===== src/hdl/dap_pkg.sv =====
// ----------------------------------------------------------------------------
// dap_pkg
// Shared types, constants and helper functions for the decimal amount parser.
// ----------------------------------------------------------------------------
package dap_pkg;

  localparam int unsigned FRAC_DIGITS_DEF = 8;
  localparam int unsigned AMOUNT_W        = 52;

  localparam logic [63:0] MAX_WHOLE = 64'd21000000;
  localparam logic [63:0] WHOLE_CAP = 64'd1000000000000000000;

  localparam logic [7:0] CH_MINUS = 8'h2D;
  localparam logic [7:0] CH_PLUS  = 8'h2B;
  localparam logic [7:0] CH_POINT = 8'h2E;
  localparam logic [7:0] CH_ZERO  = 8'h30;
  localparam logic [7:0] CH_NINE  = 8'h39;

  typedef enum logic [2:0] {
    ST_OK,
    ST_EMPTY,
    ST_INVALID,
    ST_TOO_LARGE,
    ST_TOO_MANY_DEC,
    ST_OVER_MAX
  } status_t;

  // Control flags of the string being parsed. err holds the first error,
  // ST_OK while there is none.
  typedef struct packed {
    logic    at_start;
    logic    body_seen;
    logic    negative;
    logic    in_fraction;
    status_t err;
  } flags_t;

  localparam flags_t FLAGS_RESET = '{
    at_start:    1'b1,
    body_seen:   1'b0,
    negative:    1'b0,
    in_fraction: 1'b0,
    err:         ST_OK
  };

  // Ten to the power n, saturating the exponent at 19 like a 64-bit table.
  function automatic logic [63:0] pow10(input int unsigned n);
    logic [63:0] p;
    p = 64'd1;
    for (int unsigned k = 0; k < 19; k++) begin
      if (k < n) begin
        p = p * 64'd10;
      end
    end
    return p;
  endfunction

  // Largest whole accumulator value that is still accepted while digits
  // arrive; capped so the accumulator stays within 64 bits.
  function automatic logic [63:0] whole_limit(input int unsigned fd);
    logic [63:0] scale;
    scale = pow10(fd);
    if (scale > (WHOLE_CAP - 64'd1) / MAX_WHOLE) begin
      return WHOLE_CAP;
    end
    return MAX_WHOLE * scale + 64'd1;
  endfunction

endpackage


===== src/hdl/dap_char.sv =====
// ----------------------------------------------------------------------------
// dap_char
// Next-state logic for one character: sign, point, digit accumulation and
// first-error capture.
// ----------------------------------------------------------------------------
module dap_char import dap_pkg::*; #(
  parameter int unsigned FRAC_DIGITS = FRAC_DIGITS_DEF,
  parameter int unsigned WHOLE_W     = 55,
  parameter int unsigned FRAC_W      = 27,
  parameter int unsigned CNT_W       = 4
) (
  input  logic [7:0]         ch,
  input  logic               has_char,
  input  flags_t             flags,
  input  logic [WHOLE_W-1:0] whole,
  input  logic [FRAC_W-1:0]  frac,
  input  logic [CNT_W-1:0]   count,
  output flags_t             flags_next,
  output logic [WHOLE_W-1:0] whole_next,
  output logic [FRAC_W-1:0]  frac_next,
  output logic [CNT_W-1:0]   count_next
);

  localparam logic [63:0] WHOLE_LIMIT = whole_limit(FRAC_DIGITS);
  localparam int unsigned IDX_W = (FRAC_DIGITS > 1) ? $clog2(FRAC_DIGITS) : 1;

  // Weight of each fraction position, most significant first.
  logic [FRAC_W-1:0] place [FRAC_DIGITS];

  for (genvar i = 0; i < FRAC_DIGITS; i++) begin : g_place
    assign place[i] = FRAC_W'(pow10(FRAC_DIGITS - 1 - i));
  end

  logic               is_digit;
  logic [3:0]         digit;
  logic [WHOLE_W-1:0] whole_x10;
  logic [WHOLE_W-1:0] whole_sum;
  logic [FRAC_W-1:0]  frac_add;

  assign is_digit  = (ch >= CH_ZERO) && (ch <= CH_NINE);
  assign digit     = ch[3:0];
  assign whole_x10 = (whole << 3) + (whole << 1);
  assign whole_sum = whole_x10 + WHOLE_W'(digit);
  assign frac_add  = place[count[IDX_W-1:0]] * FRAC_W'(digit);

  always_comb begin
    flags_next = flags;
    whole_next = whole;
    frac_next  = frac;
    count_next = count;
    if (has_char && (flags.err == ST_OK)) begin
      if (flags.at_start && ((ch == CH_MINUS) || (ch == CH_PLUS))) begin
        flags_next.at_start = 1'b0;
        flags_next.negative = (ch == CH_MINUS);
      end else begin
        flags_next.at_start  = 1'b0;
        flags_next.body_seen = 1'b1;
        if (ch == CH_POINT) begin
          if (flags.in_fraction) begin
            flags_next.err = ST_INVALID;
          end
          flags_next.in_fraction = 1'b1;
        end else if (!is_digit) begin
          flags_next.err = ST_INVALID;
        end else if (!flags.in_fraction) begin
          whole_next = whole_sum;
          if (whole_sum > WHOLE_W'(WHOLE_LIMIT)) begin
            flags_next.err = ST_TOO_LARGE;
          end
        end else if (count >= CNT_W'(FRAC_DIGITS)) begin
          flags_next.err = ST_TOO_MANY_DEC;
        end else begin
          // The fraction is kept already scaled to the full digit count.
          frac_next  = frac + frac_add;
          count_next = count + CNT_W'(1);
        end
      end
    end
  end

endmodule


===== src/hdl/dap_scale.sv =====
// ----------------------------------------------------------------------------
// dap_scale
// Final status decision and conversion of whole and fraction parts into a
// signed base-unit amount.
// ----------------------------------------------------------------------------
module dap_scale import dap_pkg::*; #(
  parameter int unsigned FRAC_DIGITS = FRAC_DIGITS_DEF,
  parameter int unsigned WHOLE_W     = 55,
  parameter int unsigned FRAC_W      = 27
) (
  input  flags_t                       flags,
  input  logic [WHOLE_W-1:0]           whole,
  input  logic [FRAC_W-1:0]            frac,
  output logic signed [AMOUNT_W-1:0]   amount,
  output status_t                      status
);

  localparam int unsigned MW = $clog2(MAX_WHOLE + 64'd1);
  localparam logic [AMOUNT_W-1:0] UNIT = AMOUNT_W'(pow10(FRAC_DIGITS));

  logic              over;
  logic [AMOUNT_W-1:0] mag;

  assign over = (whole > WHOLE_W'(MAX_WHOLE)) ||
                ((whole == WHOLE_W'(MAX_WHOLE)) && (frac != '0));

  // Only used when the whole part is within the supply limit.
  assign mag = AMOUNT_W'(whole[MW-1:0]) * UNIT + AMOUNT_W'(frac);

  always_comb begin
    amount = '0;
    if (flags.at_start) begin
      status = ST_EMPTY;
    end else if (flags.err != ST_OK) begin
      status = flags.err;
    end else if (!flags.body_seen) begin
      status = ST_INVALID;
    end else if (over) begin
      status = ST_OVER_MAX;
    end else begin
      status = ST_OK;
      amount = flags.negative ? signed'(-mag) : signed'(mag);
    end
  end

endmodule


===== src/hdl/decimal_amount_parser.sv =====
// ----------------------------------------------------------------------------
// decimal_amount_parser
// Parses a decimal amount string, one character per transfer, into a signed
// fixed-point value in base units with a status code.
// ----------------------------------------------------------------------------
//  Channel  | Handshake                  | Payload
//  ---------+----------------------------+-------------------------------
//  char     | char_valid / char_ready    | ch[7:0], has_char, last
//  result   | result_valid / result_ready| amount[51:0] signed, status[2:0]
//
// One character is taken every cycle while char_ready is high. The item marked
// last yields one result through a snapshot register, then the scaling multiply
// by 10^FRAC_DIGITS into the result register. Reset returns the parser to the
// start of a string and empties both registers. A stalled result holds the
// snapshot stage; char_ready drops only when both stages are full.
// ----------------------------------------------------------------------------
module decimal_amount_parser import dap_pkg::*; #(
  parameter int unsigned FRAC_DIGITS = FRAC_DIGITS_DEF
) (
  input  logic                       clk,
  input  logic                       rst,
  input  logic                       char_valid,
  output logic                       char_ready,
  input  logic [7:0]                 ch,
  input  logic                       has_char,
  input  logic                       last,
  output logic                       result_valid,
  input  logic                       result_ready,
  output logic signed [AMOUNT_W-1:0] amount,
  output logic [2:0]                 status
);

  localparam logic [63:0] WHOLE_LIMIT = whole_limit(FRAC_DIGITS);
  localparam int unsigned WHOLE_W = $clog2(WHOLE_LIMIT * 64'd10 + 64'd10);
  localparam int unsigned FRAC_W  = $clog2(pow10(FRAC_DIGITS));
  localparam int unsigned CNT_W   = $clog2(FRAC_DIGITS + 1);

  // Parse state.
  flags_t             flags, flags_next;
  logic [WHOLE_W-1:0] whole_acc, whole_acc_next;
  logic [FRAC_W-1:0]  frac_acc, frac_acc_next;
  logic [CNT_W-1:0]   frac_count, frac_count_next;

  // Snapshot stage.
  logic               snap_valid;
  flags_t             snap_flags;
  logic [WHOLE_W-1:0] snap_whole;
  logic [FRAC_W-1:0]  snap_frac;

  logic                       out_take, snap_take, accept;
  logic signed [AMOUNT_W-1:0] amount_next;
  status_t                    status_next;

  assign out_take   = !result_valid || result_ready;
  assign snap_take  = !snap_valid || out_take;
  assign char_ready = snap_take;
  assign accept     = char_valid && char_ready;

  dap_char #(
    .FRAC_DIGITS(FRAC_DIGITS),
    .WHOLE_W    (WHOLE_W),
    .FRAC_W     (FRAC_W),
    .CNT_W      (CNT_W)
  ) u_char (
    .ch        (ch),
    .has_char  (has_char),
    .flags     (flags),
    .whole     (whole_acc),
    .frac      (frac_acc),
    .count     (frac_count),
    .flags_next(flags_next),
    .whole_next(whole_acc_next),
    .frac_next (frac_acc_next),
    .count_next(frac_count_next)
  );

  always_ff @(posedge clk) begin
    if (rst) begin
      flags      <= FLAGS_RESET;
      whole_acc  <= '0;
      frac_acc   <= '0;
      frac_count <= '0;
    end else if (accept) begin
      if (last) begin
        flags      <= FLAGS_RESET;
        whole_acc  <= '0;
        frac_acc   <= '0;
        frac_count <= '0;
      end else begin
        flags      <= flags_next;
        whole_acc  <= whole_acc_next;
        frac_acc   <= frac_acc_next;
        frac_count <= frac_count_next;
      end
    end
  end

  always_ff @(posedge clk) begin
    if (rst) begin
      snap_valid <= 1'b0;
    end else if (snap_take) begin
      snap_valid <= accept && last;
    end
  end

  always_ff @(posedge clk) begin
    if (accept && last) begin
      snap_flags <= flags_next;
      snap_whole <= whole_acc_next;
      snap_frac  <= frac_acc_next;
    end
  end

  dap_scale #(
    .FRAC_DIGITS(FRAC_DIGITS),
    .WHOLE_W    (WHOLE_W),
    .FRAC_W     (FRAC_W)
  ) u_scale (
    .flags (snap_flags),
    .whole (snap_whole),
    .frac  (snap_frac),
    .amount(amount_next),
    .status(status_next)
  );

  always_ff @(posedge clk) begin
    if (rst) begin
      result_valid <= 1'b0;
    end else if (out_take) begin
      result_valid <= snap_valid;
    end
  end

  always_ff @(posedge clk) begin
    if (out_take && snap_valid) begin
      amount <= amount_next;
      status <= status_next;
    end
  end

  // Any non-ok result carries a zero amount.
  a_zero_on_error: assert property (@(posedge clk) disable iff (rst)
    (result_valid && (status != ST_OK)) |-> (amount == '0))
    else $error("non-zero amount with error status");

  // Status codes beyond the over-max code are never produced.
  a_status_range: assert property (@(posedge clk) disable iff (rst)
    result_valid |-> (status <= ST_OVER_MAX))
    else $error("status code out of range");

  // The transfer that ends a string leaves the parser at the start state.
  a_restart: assert property (@(posedge clk) disable iff (rst)
    (accept && last) |=> (flags == FLAGS_RESET) && (whole_acc == '0))
    else $error("parser not restarted after last character");

  // The first error sticks until the string ends.
  a_error_sticky: assert property (@(posedge clk) disable iff (rst)
    ((flags.err != ST_OK) && !(accept && last)) |=> (flags.err == $past(flags.err)))
    else $error("captured error changed before end of string");

endmodule

===== config.mk =====
export PLATFORM = sky130hd
export DESIGN_NAME = decimal_amount_parser
export DESIGN_NICKNAME = d
export VERILOG_FILES = /design/src/hdl/dap_pkg.sv /design/src/hdl/dap_char.sv /design/src/hdl/dap_scale.sv /design/src/hdl/decimal_amount_parser.sv
export SDC_FILE = /design/constraint.sdc
export NUM_CORES = 2
export LEC_CHECK = 0
export BUFFER_PORTS_ARGS = -buffer_cell sky130_fd_sc_hd__buf_2
export CORE_UTILIZATION = 35
export CTS_BUF_LIST = sky130_fd_sc_hd__clkbuf_4 sky130_fd_sc_hd__clkbuf_8
export DETAILED_ROUTE_END_ITERATION = 8
export HOLD_SLACK_MARGIN = 0.02
export PLACE_DENSITY_LB_ADDON = 0.25
export SLEW_MARGIN = 10
export SYNTH_ARGS = -nofsm -noshare
export SYNTH_HDL_FRONTEND = slang
export SYNTH_SLANG_ARGS = --single-unit
export TNS_END_PERCENT = 50

===== constraint.sdc =====
create_clock -name clk -period 14.9 [get_ports clk]
set_input_delay 2.98 -clock clk [delete_from_list [all_inputs] [get_ports clk]]
set_output_delay 2.98 -clock clk [all_outputs]
set_load 0.01 [all_outputs]

==> metrics <==
Syn Nets 3834; drt total wl 76700 um; post_cts resized 0; I/O Buffers 70; # DRC 0; Max-Cap Viols 0; status finished clean; Most used DFF post-synth edfxtp_1; syn_area_per_cell 9.12 um^2; vias in the first global route 22674; I/O pins 71; synth-to-layout area growth 8.08%; H-tree depth 2; final period utilization 0.620; Clock Skew 42.4 ps; DR iter-0 viols 1372; largest area contributor in the netlist fa_1; top post-synthesis cells by area fa_1 (19%), ha_1 (15%), edfxtp_1 (15%), dfxtp_1 (6.5%), inv_1 (6.4%); maximum VDD drop 192 uV; Routed Antenna Nets 0; overall power 5.70 mW; Setup crit start kind register; FMAX 108 MHz; clk slew on worst S/H paths 60 ps; RSZ-0062 raised after global routing no; flop-to-flop setup slack 5660 ps; Worst path max stage delay 670 ps; first-pass GRT wire length 125000 um; yosys warns 0; Top Family by Delay on Critical Path adder cells; hold_buf cts 0; Lkg Pwr 14.5 nW; PD cells 182 nW/um^2; Mapped Cells 3186; WP data required 15240 ps; worst relative slew slack 0.291; DR vias/cell 5.15; post-route cell area 31400 um^2; clock root cell clkbuf_8; Post-DP HPWL 62400 um; Core ar. 82100 um^2; Final Hold Viols 0; Crit. End Element register; largest net degree at the start of global routing 82; maximum clock path buffer count 3; GP Congestion 0.914; CTS sink count 238; Buf+Inv Stages, Crit Path 6; Worst EP arrival 9580 ps; Worst path slowest cell nor3b_1; Hold Slack 458 ps; cts bufs inserted 43; all-layer global routing usage 0.183; Fillers 8307; Worst path most repeated cell inv_1; setup_tns 0 ps; EDFF count, synth 143; Async S/R FF share, synth 0; largest fanout on the critical path 7; kind of critical path reg -> reg; WL/cell 17.8 um; worst slew pin tran 1050 ps; sequential area share after synthesis 0.213; hold crit path type reg -> reg; CTS tree built; Setup Buffers After CTS 0; share of layout cells above drive strength 1 0.0721; dpl cell area 30500 um^2; Yosys cell types 92; final setup fails 0; nets@finish 3863; die height 290 um; most frequent cells in the layout inv_1 (495), ha_1 (357), fa_1 (277); routed vias 22240; Seq cells post-synth 238; aggregate global routing overflow 0; die area 84100 um^2; fin. max-slew vios 0; most common cell after layout, fill and taps aside inv_1; initial antenna violation count 2; row count 105; drt pass-1 iters 5; initial core utilization 0.354; die width 290 um; Synth top area share 0.191; mapped cell area 29000 um^2; clock latency on the worst-skew pair 650 ps; min cycle time layout 9240 ps
## cells in the mapped netlist (all sizes together), types with 22 or more instances
library cell / count
ha: 357
nor2: 257
mux2: 36
or3: 26
and2: 34
nand2b: 26
clkbuf: 88
o211ai: 23
xor2: 75
inv: 496
o21a: 22
nand2: 219
edfxtp: 143
o21ai: 151
a22oi: 84
nand3: 53
a21oi: 133
nor3: 40
fa: 277
nor4: 32
o21bai: 26
dfxtp: 95
nor2b: 28
xnor2: 106
nand4: 39
a31oi: 22
a21o: 60
## path summary, 6_finish.rpt
check                                   to  depth (start not counted)           from
worst max-delay path            amount[50]                         30  snap_whole[7]
worst min-delay path              flags[5]                          1       flags[5]
worst max register to register  amount[50]                         30  snap_whole[7]
worst min register to register    flags[5]                          1       flags[5]
## cell families after synthesis
logic type | count (synthesis) | synth area share
AO/OA/AOI/OAI | 665 | 0.155
XOR/XNOR | 181 | 0.0546
adder cells (fa/ha/maj) | 634 | 0.345
buffers and inverters | 592 | 0.0767
flip-flops | 238 | 0.213
multiplexers | 41 | 0.0157
AND/OR/NAND/NOR | 835 | 0.140
## flip-flops by register name (all words and copies together) (netlist names)
register and cells:
amount 52, flags 7, frac_acc 27, frac_count 4
result_valid 1, snap_flags 6, snap_frac 27, snap_valid 1
snap_whole 55, status 3, whole_acc 55
## metrics by stage
step           worst slack [ps]  utilization  cells
2_1_floorplan              6580            -   3186
3_3_place_gp               5880        0.371   4240
6_report                   5660        0.382   4317
3_5_place_dp               5730        0.371   4240
4_1_cts                    5710        0.382   4316
5_1_grt                    4910        0.382   4317
## report_power, final
part           total [mW]  internal, mW  switching [mW]
combinational        4.30          1.61            2.69
clock               0.682         0.376           0.306
sequential          0.717         0.706          0.0112
## cell type report
cell class                      instances  area (um^2)  share of cell area
Multi-Input combinational cell       2356        20600               0.658
Sequential cell                       238         6200               0.197
Inverter                              496         1860              0.0593
Tap cell                             1070         1340              0.0426
Clock buffer                           64          787              0.0251
Timing Repair Buffer                   80          428              0.0136
Clock inverter                         12          133             0.00422
Antenna cell                            1         2.50           0.0000797
## metal layers
metal | vias to the layer above | GRT usage | wire length (um)
met5 | - | 0 | 13
met4 | 2 | 0.0415 | 1440
met3 | 86 | 0.0234 | 3120
met2 | 396 | 0.297 | 34200
met1 | 10726 | 0.259 | 37900
li1 | 11030 | - | -
(Power assumes the default switching activity.)
